[src/rtl/core/ridsf_pkg.sv]
// ridsf_pkg: shared types, codes and helper functions of the ID string finder.
// No dependencies; used by ridsf_chain, rom_id_string_finder and ridsf_checker.
`default_nettype none

package ridsf_pkg;

    localparam int PATTERN_BYTES = 16;
    localparam int PATTERN_BITS  = 8 * PATTERN_BYTES;
    localparam int USED_LEN_W    = 6;
    localparam int LENGTH_W      = 17;
    localparam int START_W       = 16;

    localparam logic [1:0] CFG_PATTERN_LOW    = 2'd0;
    localparam logic [1:0] CFG_PATTERN_HIGH   = 2'd1;
    localparam logic [1:0] CFG_PATTERN_LENGTH = 2'd2;

    localparam logic [1:0] STATUS_NOT_FOUND = 2'd0;
    localparam logic [1:0] STATUS_FOUND     = 2'd1;
    localparam logic [1:0] STATUS_REJECTED  = 2'd2;

    localparam logic [1:0] PH_SEARCH = 2'd0;
    localparam logic [1:0] PH_EXTEND = 2'd1;
    localparam logic [1:0] PH_IDLE   = 2'd2;

    localparam logic [7:0] CHAR_NUL   = 8'h00;
    localparam logic [7:0] CHAR_CR    = 8'h0D;
    localparam logic [7:0] CHAR_LF    = 8'h0A;
    localparam logic [7:0] CHAR_SPACE = 8'h20;
    localparam logic [7:0] CHAR_TILDE = 8'h7E;

    typedef struct packed {
        logic hit;
        logic pattern_printable;
        logic prev_printable;
    } chain_status_t;

    function automatic logic is_printable(input logic [7:0] b);
        return (b >= CHAR_SPACE) && (b <= CHAR_TILDE);
    endfunction

    function automatic logic [7:0] pattern_byte(input logic [PATTERN_BITS-1:0] pat,
                                                input int k);
        logic [7:0] res;
        res = 8'h00;
        if (k >= 0 && k < PATTERN_BYTES)
        begin
            res = 8'(pat >> (8 * k));
        end
        return res;
    endfunction

endpackage

`default_nettype wire

[src/rtl/core/ridsf_cell.sv]
// ridsf_cell: one byte of the recent-byte shift line with its pattern comparator.
// Depends on nothing; instantiated by ridsf_chain.
`default_nettype none

module ridsf_cell (
    input  wire logic       clk,
    input  wire logic       shift_en,
    input  wire logic [7:0] byte_in,
    input  wire logic [7:0] expected,
    input  wire logic       active,
    output logic      [7:0] byte_out,
    output logic            hit
);

    logic [7:0] byte_reg;

    always_ff @(posedge clk)
    begin
        if (shift_en)
        begin
            byte_reg <= byte_in;
        end
    end

    assign byte_out = byte_reg;
    assign hit      = !active || (byte_in == expected);

endmodule

`default_nettype wire

[src/rtl/core/ridsf_chain.sv]
// ridsf_chain: row of compare cells that matches the pattern against recent bytes.
// Depends on ridsf_pkg and ridsf_cell.
`default_nettype none

module ridsf_chain #(
    parameter int PATTERN_MAX = 16
) (
    input  wire logic                             clk,
    input  wire logic                             shift_en,
    input  wire logic [7:0]                       data_byte,
    input  wire logic [ridsf_pkg::PATTERN_BITS-1:0] pattern,
    input  wire logic [ridsf_pkg::USED_LEN_W-1:0] used_len,
    output ridsf_pkg::chain_status_t              chain_status
);

    logic [7:0]             link [PATTERN_MAX+1];
    logic [7:0]             expected [PATTERN_MAX];
    logic [PATTERN_MAX-1:0] active;
    logic [PATTERN_MAX-1:0] hit;
    logic [PATTERN_MAX-1:0] pat_ok;

    assign link[0] = data_byte;

    for (genvar j = 0; j < PATTERN_MAX; j++)
    begin : g_cell
        assign active[j]   = 32'(j) < 32'(used_len);
        assign expected[j] = ridsf_pkg::pattern_byte(pattern,
                                 int'(used_len) - 1 - j);
        assign pat_ok[j]   = (32'(j) >= 32'(used_len)) ||
                             ridsf_pkg::is_printable(ridsf_pkg::pattern_byte(pattern, j));

        ridsf_cell u_cell (
            .clk      (clk),
            .shift_en (shift_en),
            .byte_in  (link[j]),
            .expected (expected[j]),
            .active   (active[j]),
            .byte_out (link[j+1]),
            .hit      (hit[j])
        );
    end

    assign chain_status.hit               = &hit;
    assign chain_status.pattern_printable = &pat_ok;
    assign chain_status.prev_printable    = ridsf_pkg::is_printable(link[1]);

endmodule

`default_nettype wire

[src/rtl/core/rom_id_string_finder.sv]
// rom_id_string_finder: top level of the ID string finder.
// Depends on ridsf_pkg and ridsf_chain.
//
// Takes one byte of a memory block per cycle and returns one result per block:
// not found, found (start and space-trimmed length) or rejected. Every byte is
// handled in the cycle it is accepted: the byte enters a row of compare cells
// whose matches are combined with the run and length tracking in one step, so
// the block sustains one byte per clock. The result sits in an output register;
// input is stalled only while that register holds a result that is not taken.
// The pattern registers are written through the configuration channel, which
// is always ready; write them only while the block is quiet.
`default_nettype none

module rom_id_string_finder #(
    parameter int PATTERN_MAX   = 16,
    parameter int BLOCK_BYTES   = 65536,
    parameter int FORWARD_LIMIT = 256
) (
    input  wire logic        clk,
    input  wire logic        rst_n,
    input  wire logic        cfg_valid,
    output logic             cfg_ready,
    input  wire logic [1:0]  cfg_index,
    input  wire logic [63:0] cfg_data,
    input  wire logic        in_valid,
    output logic             in_ready,
    input  wire logic [7:0]  data_byte,
    input  wire logic        last,
    output logic             out_valid,
    input  wire logic        out_ready,
    output logic [1:0]       status,
    output logic [15:0]      string_start,
    output logic [16:0]      string_length
);

    localparam int POS_W = (BLOCK_BYTES > 1) ? $clog2(BLOCK_BYTES) : 1;
    localparam int FL_W  = $clog2(BLOCK_BYTES + 1);
    localparam int UL_W  = ridsf_pkg::USED_LEN_W;

    logic [63:0]      pattern_low_reg;
    logic [63:0]      pattern_high_reg;
    logic [4:0]       pattern_length_reg;
    logic [UL_W-1:0]  used_len;

    logic [POS_W-1:0] position_reg, position_next;
    logic [POS_W-1:0] run_begin_reg, run_begin_next;
    logic [1:0]       phase_reg, phase_next;
    logic [FL_W-1:0]  found_length_reg, found_length_next;
    logic [FL_W-1:0]  trailing_reg, trailing_next;

    logic             out_valid_reg, out_valid_next;
    logic [1:0]       status_reg, status_next;
    logic [POS_W-1:0] start_reg, start_next;
    logic [FL_W-1:0]  length_reg, length_next;
    logic             emit;

    ridsf_pkg::chain_status_t chain_status;

    logic             accept;
    logic             eff_last;
    logic             printable;
    logic             is_term;
    logic [FL_W-1:0]  p1;
    logic [FL_W-1:0]  trail_s;
    logic [POS_W-1:0] run_s;
    logic             match;
    logic [POS_W-1:0] mstart;
    logic [POS_W-1:0] start_s;
    logic [FL_W-1:0]  found_s;
    logic [FL_W-1:0]  trail_c;
    logic             grow;

    assign cfg_ready = 1'b1;
    assign in_ready  = !out_valid_reg || out_ready;
    assign accept    = in_valid && in_ready;

    always_ff @(posedge clk or negedge rst_n)
    begin
        if (!rst_n)
        begin
            pattern_low_reg    <= '0;
            pattern_high_reg   <= '0;
            pattern_length_reg <= 5'd1;
        end
        else if (cfg_valid)
        begin
            case (cfg_index)
                ridsf_pkg::CFG_PATTERN_LOW:    pattern_low_reg    <= cfg_data;
                ridsf_pkg::CFG_PATTERN_HIGH:   pattern_high_reg   <= cfg_data;
                ridsf_pkg::CFG_PATTERN_LENGTH: pattern_length_reg <= cfg_data[4:0];
                default: ;
            endcase
        end
    end

    always_comb
    begin
        if (pattern_length_reg == 5'd0)
        begin
            used_len = UL_W'(1);
        end
        else if (32'(pattern_length_reg) > 32'(PATTERN_MAX))
        begin
            used_len = UL_W'(PATTERN_MAX);
        end
        else
        begin
            used_len = UL_W'(pattern_length_reg);
        end
    end

    ridsf_chain #(
        .PATTERN_MAX (PATTERN_MAX)
    ) u_chain (
        .clk          (clk),
        .shift_en     (accept),
        .data_byte    (data_byte),
        .pattern      ({pattern_high_reg, pattern_low_reg}),
        .used_len     (used_len),
        .chain_status (chain_status)
    );

    // Per-byte search, extend and result logic
    always_comb
    begin
        eff_last  = last || (32'(position_reg) >= 32'(BLOCK_BYTES - 1));
        printable = ridsf_pkg::is_printable(data_byte);
        is_term   = (data_byte == ridsf_pkg::CHAR_NUL) ||
                    (data_byte == ridsf_pkg::CHAR_CR)  ||
                    (data_byte == ridsf_pkg::CHAR_LF);
        p1        = FL_W'(position_reg) + FL_W'(1);

        trail_s = (data_byte == ridsf_pkg::CHAR_SPACE) ? trailing_reg + FL_W'(1) : '0;
        run_s   = (printable && ((position_reg == '0) || !chain_status.prev_printable)) ?
                  position_reg : run_begin_reg;
        match   = chain_status.hit && (32'(p1) >= 32'(used_len));
        mstart  = POS_W'(32'(p1) - 32'(used_len));
        start_s = (chain_status.pattern_printable && (run_s < mstart)) ? run_s : mstart;
        found_s = p1 - FL_W'(start_s);
        trail_c = (trail_s > found_s) ? found_s : trail_s;
        grow    = (32'(found_length_reg) < 32'(FORWARD_LIMIT)) && printable;

        position_next     = position_reg;
        run_begin_next    = run_begin_reg;
        phase_next        = phase_reg;
        found_length_next = found_length_reg;
        trailing_next     = trailing_reg;
        emit              = 1'b0;
        status_next       = ridsf_pkg::STATUS_NOT_FOUND;
        start_next        = '0;
        length_next       = '0;

        case (phase_reg)
            ridsf_pkg::PH_SEARCH:
            begin
                trailing_next  = trail_s;
                run_begin_next = run_s;
                if (match)
                begin
                    run_begin_next    = start_s;
                    found_length_next = found_s;
                    trailing_next     = trail_c;
                    if (eff_last)
                    begin
                        emit        = 1'b1;
                        status_next = ridsf_pkg::STATUS_FOUND;
                        start_next  = start_s;
                        length_next = found_s - trail_c;
                    end
                    else
                    begin
                        phase_next = ridsf_pkg::PH_EXTEND;
                    end
                end
                else if (eff_last)
                begin
                    emit = 1'b1;
                end
            end
            ridsf_pkg::PH_EXTEND:
            begin
                if (grow)
                begin
                    found_length_next = found_length_reg + FL_W'(1);
                    trailing_next = (data_byte == ridsf_pkg::CHAR_SPACE) ?
                                    trailing_reg + FL_W'(1) : '0;
                    if (eff_last)
                    begin
                        emit        = 1'b1;
                        status_next = ridsf_pkg::STATUS_FOUND;
                        start_next  = run_begin_reg;
                        length_next = found_length_next - trailing_next;
                    end
                end
                else
                begin
                    emit       = 1'b1;
                    phase_next = ridsf_pkg::PH_IDLE;
                    start_next = run_begin_reg;
                    if (is_term)
                    begin
                        status_next = ridsf_pkg::STATUS_FOUND;
                        length_next = found_length_reg - trailing_reg;
                    end
                    else
                    begin
                        status_next = ridsf_pkg::STATUS_REJECTED;
                        length_next = found_length_reg;
                    end
                end
            end
            default:
            begin
            end
        endcase

        if (eff_last)
        begin
            position_next     = '0;
            run_begin_next    = '0;
            phase_next        = ridsf_pkg::PH_SEARCH;
            found_length_next = '0;
            trailing_next     = '0;
        end
        else
        begin
            position_next = position_reg + POS_W'(1);
        end
    end

    always_ff @(posedge clk or negedge rst_n)
    begin
        if (!rst_n)
        begin
            position_reg     <= '0;
            run_begin_reg    <= '0;
            phase_reg        <= ridsf_pkg::PH_SEARCH;
            found_length_reg <= '0;
            trailing_reg     <= '0;
        end
        else if (accept)
        begin
            position_reg     <= position_next;
            run_begin_reg    <= run_begin_next;
            phase_reg        <= phase_next;
            found_length_reg <= found_length_next;
            trailing_reg     <= trailing_next;
        end
    end

    always_comb
    begin
        if (accept && emit)
        begin
            out_valid_next = 1'b1;
        end
        else if (out_ready)
        begin
            out_valid_next = 1'b0;
        end
        else
        begin
            out_valid_next = out_valid_reg;
        end
    end

    always_ff @(posedge clk or negedge rst_n)
    begin
        if (!rst_n)
        begin
            out_valid_reg <= 1'b0;
        end
        else
        begin
            out_valid_reg <= out_valid_next;
        end
    end

    always_ff @(posedge clk)
    begin
        if (accept && emit)
        begin
            status_reg <= status_next;
            start_reg  <= start_next;
            length_reg <= length_next;
        end
    end

    assign out_valid     = out_valid_reg;
    assign status        = status_reg;
    assign string_start  = ridsf_pkg::START_W'(start_reg);
    assign string_length = ridsf_pkg::LENGTH_W'(length_reg);

endmodule

`default_nettype wire

[config.mk]
export PLATFORM = sky130hd
export DESIGN_NAME = rom_id_string_finder
export DESIGN_NICKNAME = d
export VERILOG_FILES = /design/src/rtl/core/ridsf_pkg.sv /design/src/rtl/core/ridsf_cell.sv /design/src/rtl/core/ridsf_chain.sv /design/src/rtl/core/rom_id_string_finder.sv
export SDC_FILE = /design/constraint.sdc
export NUM_CORES = 1
export LEC_CHECK = 0
export ABC_AREA = 1
export BUFFER_PORTS_ARGS = -buffer_cell sky130_fd_sc_hd__buf_2
export CAP_MARGIN = 20
export CORE_MARGIN = 4
export CORE_UTILIZATION = 34
export CTS_CLUSTER_SIZE = 10
export DETAILED_ROUTE_END_ITERATION = 12
export GPL_ROUTABILITY_DRIVEN = 0
export PLACE_DENSITY_LB_ADDON = 0.05
export SLEW_MARGIN = 20
export SYNTH_ARGS = -nofsm -noshare
export SYNTH_HDL_FRONTEND = slang
export SYNTH_SLANG_ARGS = --single-unit
[constraint.sdc]
create_clock -name clk -period 27.8 [get_ports clk]
set_input_delay 2.78 -clock clk [delete_from_list [all_inputs] [get_ports clk]]
set_output_delay 2.78 -clock clk [all_outputs]
set_load 0.005 [all_outputs]
Yosys cells after proc, flatten, opt, wreduce, memory -nomap -nowiden
Index checks and enable logic that the tools add are counted.
Operators by class
  $add $sub $neg: 25
  multiply operators: 0
  divide/modulo/power cells: 0
  order comparisons: 106
  equality and inequality tests: 25
  shifts and indexed selects: 16
  mux-type cells: 59
  bitwise operators: 0
  reduce and logical (&&, ||, !) cells: 112
Operators with widths (number)
  >> shifter 128 x 32 -> 8 bit: 16
  >= comparator 32 x 1 -> 1 bit (second input constant): 15
  less-than comparator 32 x 6 -> 1 bit (second input constant): 15
  2-to-1 mux 17 bit: 13
  2-to-1 mux 16 bit: 10
  >= comparator 8 x 6 -> 1 bit (second input constant): 18
  <= comparator 8 x 7 -> 1 bit (second input constant): 18
  equality test 8 bit: 16
  2-to-1 mux 8 bit: 16
  one-hot mux 17 bit (2 select lines): 3
  subtractor 6 x 5 -> 7 bit (second input constant): 8
  subtractor 17 bit: 3
  >= comparator 4 x 5 -> 1 bit (first input constant): 8
  logical AND 1 bit: 40
  less-than comparator 4 x 5 -> 1 bit (first input constant): 8
  logical OR 1 bit: 37
  adder 17 x 1 -> 17 bit (second input constant): 2
  one-hot mux 16 bit (2 select lines): 1
  AND reduction 16 bit: 2
  subtractor 6 x 4 -> 7 bit (second input constant): 4
  >= comparator 3 x 5 -> 1 bit (first input constant): 4
  less-than comparator 3 x 5 -> 1 bit (first input constant): 4
  zero test 1 bit: 18
  adder 16 x 1 -> 17 bit (second input constant): 1
  other kinds (37): 63
Word-level totals
  flip-flop bits (word level): 357
  bits in latches: 0
  bits in writable memories: 0
  memory bits (read-only): 0
  input port bits: 80
  output and inout port bits: 38
  logic and storage cells: 370
  memories kept: 0

Logic depth before layout (Yosys ltp)
  word-level depth: 16
  mapped depth: 76
  gate-level depth less buffers: 72

Hierarchy
Synthesis repeated with hierarchy kept, for this count alone.
Unflattened totals
  cells, all modules: 4525
  area, all modules: 30067.6 µm²
Modules (own cells, without submodules)
  rom_id_string_finder: times used 1, cells each 2152, area an instance 15962.8 µm², seq. area each 6107.1 µm²
  ridsf_chain: times used 1, cells each 1733, area an instance 8018.9 µm², seq. area each 0.0 µm²
  ridsf_cell: times used 16, cells each 40, area an instance 380.4 µm², seq. area each 240.2 µm²

Worst setup path after synthesis
Ideal clock, no wire load.
  path kind: input-to-reg
  from: in data_byte[0]
  to: reg length_reg[13] (netlist: string_length[13]) (data pin)
  setup time: 0.253 ns
  data arrival time: 10.695 ns
  required time: 27.547 ns
  setup slack: 16.852 ns
  stages on the path: 61
  path buffers: 3
  path through: inv_1 -> nor3_1 -> a41oi_1 -> nand2_1 -> clkbuf_1 -> o21ai_0 -> ha_1 -> a21oi_1 -> nand3b_1 -> a21oi_1 -> a311oi_1 -> nand4_1 -> nor2_1 -> nand2_1 -> clkbuf_1 -> a21oi_1 -> ha_1 -> inv_1 -> [25 not listed] -> o21ai_0 -> a21oi_1 -> o21bai_1 -> a21oi_1 -> o21ai_0 -> a21oi_1 -> o21ai_0 -> nand2_1 -> inv_1 -> o21ai_0 -> nand2_1 -> nand2_1 -> nand2_1 -> nand2_1 -> nand2_1 -> nand2_1 -> nand3_1 -> nand2_1
On the way
  longest elaborated chain between the ends: 14
  elaborated cells between the ends (all ways): 31
  classes of those cells: 3 x add/sub; 4 x order compare; 4 x eq/ne; 10 x mux; 10 x reduce/logical
Ends and longest elaborated chain
  from (decl): RTL line rom_id_string_finder.sv:27  | input wire logic [7:0] data_byte,
  >= comparator 8 x 6 -> 1 bit / <= comparator 8 x 7 -> 1 bit (equally long branches): RTL line ridsf_pkg.sv:38  | return (b >= CHAR_SPACE) && (b <= CHAR_TILDE);
  logical AND 1 bit: RTL line ridsf_pkg.sv:38
  logical AND 1 bit: RTL line rom_id_string_finder.sv:134  | run_s = (printable && ((position_reg == '0) || !chain_status.prev_printable)) ?
  2-to-1 mux 16 bit: RTL line rom_id_string_finder.sv:134
  less-than comparator 16 bit: RTL line rom_id_string_finder.sv:138  | start_s = (chain_status.pattern_printable && (run_s < mstart)) ? run_s : mstart;
  logical AND 1 bit: RTL line rom_id_string_finder.sv:138
  2-to-1 mux 16 bit: RTL line rom_id_string_finder.sv:138
  subtractor 17 x 16 -> 17 bit: RTL line rom_id_string_finder.sv:139  | found_s = p1 - FL_W'(start_s);
  greater-than comparator 17 bit: RTL line rom_id_string_finder.sv:140  | trail_c = (trail_s > found_s) ? found_s : trail_s;
  2-to-1 mux 17 bit: RTL line rom_id_string_finder.sv:140
  subtractor 17 bit: RTL line rom_id_string_finder.sv:168  | length_next = found_s - trail_c;
  2-to-1 mux 17 bit: RTL line rom_id_string_finder.sv:163  | if (eff_last)
  2-to-1 mux 17 bit: RTL line rom_id_string_finder.sv:158  | if (match)
  one-hot mux 17 bit (2 select lines) (*): RTL line rom_id_string_finder.sv:153  | case (phase_reg)
  named net length_next[13]: RTL line rom_id_string_finder.sv:54  | logic [FL_W-1:0] length_reg, length_next;
  to (signal assigned): RTL line rom_id_string_finder.sv:285  | length_reg <= length_next;
  to (decl): RTL line rom_id_string_finder.sv:54
The timed path passes the listed nets; every way through them passes the cells marked *.
A chain may end at the register's enable or synchronous reset.

Worst setup path in the final report
Same ends and word-level chain as after synthesis.

==> flow_results.xml <==
<?xml version="1.0" encoding="UTF-8"?>
<metrics>
  <group name="critical_path">
    <metric name="critical_path.max_fanout" unit="">33</metric>
    <metric name="worstPathArrival" unit="ps">14460</metric>
    <metric name="crit_end" unit="">string_length[13]</metric>
    <metric name="setup.worst_path.start" unit="">data_byte[0]</metric>
    <metric name="cpMaxStageDelayCell" unit="">sky130_fd_sc_hd__nand2_1</metric>
    <metric name="worstReg2RegStart" unit="">pattern_length_reg[4]</metric>
    <metric name="timing.critical_path.slowest_cell_delay" unit="ps">840</metric>
    <metric name="end_kind" unit="">flip-flop</metric>
    <metric name="crit_path_frequent_cell" unit="">sky130_fd_sc_hd__nand2_1</metric>
    <metric name="endpoint_of_the_most_critical_register_to_register_path" unit="">string_length[13]</metric>
    <metric name="timing_worst_setup_path_type" unit="">in -&gt; reg</metric>
    <metric name="timing.reg2reg.setup_slack" unit="ps">14520</metric>
    <metric name="cp.required" unit="ps">28170</metric>
    <metric name="reg2reg_depth" unit="">66</metric>
    <metric name="setup.worst_path.start_class" unit="">primary input</metric>
  </group>
  <group name="route">
    <metric name="routed_via_count_divided_by_cell_count" unit="">5.50</metric>
    <metric name="route.vias.total" unit="">33100</metric>
    <metric name="final_antenna_net_count" unit="">0</metric>
    <metric name="detailedRoute.firstPassIterationCount" unit="">7</metric>
    <metric name="wl_per_cell" unit="um">24.7</metric>
    <metric name="number_of_design_rule_violations_left_by_the_first_detailed_router_iteration" unit="">3877</metric>
    <metric name="routed_wire_length" unit="um">149000</metric>
    <metric name="detail_route.drc_violations" unit="">0</metric>
  </group>
  <group name="logic_synthesis">
    <metric name="synth_top_flop_cell" unit="">sky130_fd_sc_hd__dfrtp_1</metric>
    <metric name="synth-edff-count" unit="">155</metric>
    <metric name="netlist_area" unit="um^2">31200</metric>
    <metric name="synth_async_sr_flop_share" unit="%">56.6</metric>
    <metric name="yosys.cell_types.count" unit="">61</metric>
    <metric name="post_synth_most_frequent_cells" unit="">sky130_fd_sc_hd__nand2_1, sky130_fd_sc_hd__nand3_1, sky130_fd_sc_hd__inv_1</metric>
    <metric name="synth_fp_nets" unit="">5037</metric>
    <metric name="synthesis.yosys.warnings" unit="">0</metric>
    <metric name="synth_top_area_share" unit="%">19.4</metric>
    <metric name="synth_seq_cells" unit="">357</metric>
    <metric name="synth_area_leaders" unit="">sky130_fd_sc_hd__nand2_1, sky130_fd_sc_hd__dfrtp_1, sky130_fd_sc_hd__edfxtp_1</metric>
    <metric name="postSynthCellCount" unit="">4818</metric>
    <metric name="post-synth-top-area-cell" unit="">sky130_fd_sc_hd__nand2_1</metric>
    <metric name="synth-seq-area-share" unit="%">31.1</metric>
    <metric name="syn_area_per_cell" unit="um^2">6.48</metric>
    <metric name="post-synth-top-count-cell" unit="">sky130_fd_sc_hd__nand2_1</metric>
  </group>
  <group name="sta">
    <metric name="final_period_minus_worst_setup_slack" unit="ps">14090</metric>
    <metric name="final.setup_skew" unit="ps">27.3</metric>
    <metric name="timing_max_transition_violations_final" unit="">0</metric>
    <metric name="fin_worst_hold_slack" unit="ps">466</metric>
    <metric name="slew_headroom" unit="%">22.1</metric>
    <metric name="grt_setup_unrepaired" unit="">no</metric>
    <metric name="setup_tns" unit="ps">0</metric>
    <metric name="slew_at_the_pin_closest_to_its_max_slew_limit" unit="ps">1170</metric>
    <metric name="setup_violations" unit="">0</metric>
    <metric name="final_hold_viol_count" unit="">0</metric>
    <metric name="timing.final.crit_share" unit="%">50.7</metric>
    <metric name="maxClockFrequency" unit="GHz">0.0710</metric>
  </group>
  <group name="floorplan">
    <metric name="dieArea" unit="um^2">96800</metric>
    <metric name="chipHeight" unit="um">311</metric>
    <metric name="initial_core_util" unit="%">34.5</metric>
    <metric name="core_region_area" unit="um^2">90600</metric>
    <metric name="top_level_ports" unit="">118</metric>
    <metric name="std_cell_rows" unit="">110</metric>
    <metric name="die_width" unit="um">311</metric>
  </group>
  <group name="clocking">
    <metric name="postCtsHoldBufs" unit="">0</metric>
    <metric name="cts_inserted_buffers" unit="">47</metric>
    <metric name="clockRootBuffer" unit="">sky130_fd_sc_hd__clkbuf_16</metric>
    <metric name="cts_resized" unit="">0</metric>
    <metric name="clock_tree_from_tritoncts" unit="">done</metric>
    <metric name="cts.sinks" unit="">357</metric>
    <metric name="maximum_buffer_depth_of_the_clock_tree" unit="">3</metric>
    <metric name="clock_latency_late_sink" unit="ps">620</metric>
    <metric name="cts.clk_slew.worst_paths" unit="ps">60</metric>
    <metric name="cts_setup_buffers" unit="">0</metric>
    <metric name="htreeDepth" unit="">2</metric>
  </group>
  <group name="power_and_ir_drop">
    <metric name="power.clock.fraction" unit="%">14.4</metric>
    <metric name="power.switching" unit="W">0.00225</metric>
    <metric name="power_switching_share" unit="%">56.2</metric>
    <metric name="pwr-share-seq" unit="%">19.5</metric>
    <metric name="p_comb_share" unit="%">66.2</metric>
    <metric name="worst_ir_drop_vdd" unit="V">0.0000859</metric>
    <metric name="internal_power" unit="W">0.00175</metric>
    <metric name="power_density" unit="nW/um^2">118</metric>
    <metric name="power.static_leakage" unit="nW">17.2</metric>
  </group>
  <group name="cells_and_area">
    <metric name="max_reg_flops" unit="">120</metric>
    <metric name="synthToLayoutAreaGrowth" unit="%">8.89</metric>
    <metric name="drive_above_1_share" unit="%">5.93</metric>
    <metric name="finish.net_count" unit="">5029</metric>
  </group>
  <group name="run_status">
    <metric name="status" unit="">completed</metric>
  </group>
  <group name="worst_hold_path">
    <metric name="hold_path.class" unit="">reg -&gt; reg</metric>
  </group>
  <group name="global_routing">
    <metric name="grt_max_degree" unit="">103</metric>
    <metric name="grt_pass1_vias" unit="">30900</metric>
    <metric name="grt_pass1_wl" unit="um">214000</metric>
    <metric name="global_route.usage.met3" unit="%">4.96</metric>
    <metric name="grt_antenna_before_repair" unit="">1</metric>
    <metric name="global_route.peak_usage_layer" unit="">met2</metric>
    <metric name="globalRouteMet1Util" unit="%">37.0</metric>
    <metric name="groute.usage.overall" unit="%">29.8</metric>
    <metric name="gr-total-overflow" unit="">0</metric>
    <metric name="grt_util_met2" unit="%">49.3</metric>
  </group>
  <group name="placed_design">
    <metric name="port_buffers" unit="">116</metric>
    <metric name="place_hpwl" unit="um">118000</metric>
  </group>
  <group name="job">
    <metric name="number_of_maximum_capacitance_violations" unit="">0</metric>
  </group>
</metrics>
-- worst min path at each step --
stage,startpoint,to,slack [ps],cells past startpoint
2_1_floorplan,u_chain.g_cell[3].u_cell.byte_out[4],u_chain.g_cell[4].u_cell.byte_out[4],430,0
3_3_place_gp,u_chain.g_cell[4].u_cell.byte_out[5],u_chain.g_cell[5].u_cell.byte_out[5],460,0
3_5_place_dp,u_chain.g_cell[4].u_cell.byte_out[5],u_chain.g_cell[5].u_cell.byte_out[5],460,0
4_1_cts,u_chain.g_cell[2].u_cell.byte_out[1],u_chain.g_cell[3].u_cell.byte_out[1],470,0
5_1_grt,u_chain.g_cell[2].u_cell.byte_out[1],u_chain.g_cell[3].u_cell.byte_out[1],480,0
6_report,u_chain.g_cell[2].u_cell.byte_out[1],u_chain.g_cell[3].u_cell.byte_out[1],470,0
-- critical path: cells and delay by family --
family | cells | cell delay [ps]
fa+ha+maj | 5 | 1670
compound gates | 18 | 4600
simple gates | 28 | 4420
xor+xnor | 1 | 370
buf+inv | 6 | 590
-- per-stage QoR --
| step | setup WS, ps | utilization, % | cell area, um^2 | power, W | cells |
|---|---|---|---|---|---|
| 4_1_cts | 13750 | 37.5 | 34000 | 0.00396 | 6016 |
| 2_1_floorplan | 16850 | - | 31200 | 0.00251 | 4818 |
| 3_5_place_dp | 13140 | 36.0 | 32600 | 0.00336 | 5937 |
| 6_report | 13710 | 37.6 | 34000 | 0.00400 | 6018 |
| 5_1_grt | 12500 | 37.5 | 34000 | 0.00430 | 6016 |
| 3_3_place_gp | 13380 | 36.0 | 32600 | 0.00338 | 5937 |
-- power groups by stage --
stage	Clock, W	Combinational [W]	Sequential, W
after floorplan	0	0.00179	0.000720
after detailed placement	0	0.00258	0.000782
after global placement	0	0.00259	0.000785
final	0.000575	0.00265	0.000778
after CTS	0.000591	0.00260	0.000774
after global routing	0.000612	0.00291	0.000783
-- cell families after synthesis --
kind of cell    count (synthesis)  synth area share (%)
simple gates                 2876                  40.3
buf+inv                       781                  10.2
other cells                     1                0.0120
fa+ha+maj                     139                  5.69
flops                         357                  31.1
xor+xnor                      103                  2.89
compound gates                561                  9.90
-- layout make-up --
class	count	area [um^2]
antenna	2	5.00
clock buffer	66	1290
clock inverter	13	110
fill	9926	56600
inverter	574	2160
multi-input combinational	3680	18400
sequential	357	9710
tap	1176	1470
timing repair buffer	150	846
-- metal layers --
layer	part of all wire (%)	vias up
met1	40	15400
met4	6.8	2
met5	0.0074	-
met2	46	1429
met3	7.1	328
li1	-	15900
-- layout by cell type (no fill, tap or decap), types with 40 or more instances in the layout --
master	count
sky130_fd_sc_hd__xor2_1	80
sky130_fd_sc_hd__nand3_1	864
sky130_fd_sc_hd__buf_2	115
sky130_fd_sc_hd__ha_1	133
sky130_fd_sc_hd__nand2_1	1614
sky130_fd_sc_hd__edfxtp_1	155
sky130_fd_sc_hd__nand4_1	106
sky130_fd_sc_hd__a21oi_1	122
sky130_fd_sc_hd__o21ai_0	284
sky130_fd_sc_hd__nor2_1	166
sky130_fd_sc_hd__dfrtp_1	201
sky130_fd_sc_hd__inv_1	553
sky130_fd_sc_hd__o21ai_1	40
sky130_fd_sc_hd__clkbuf_16	47
(Power assumes the default switching activity.)
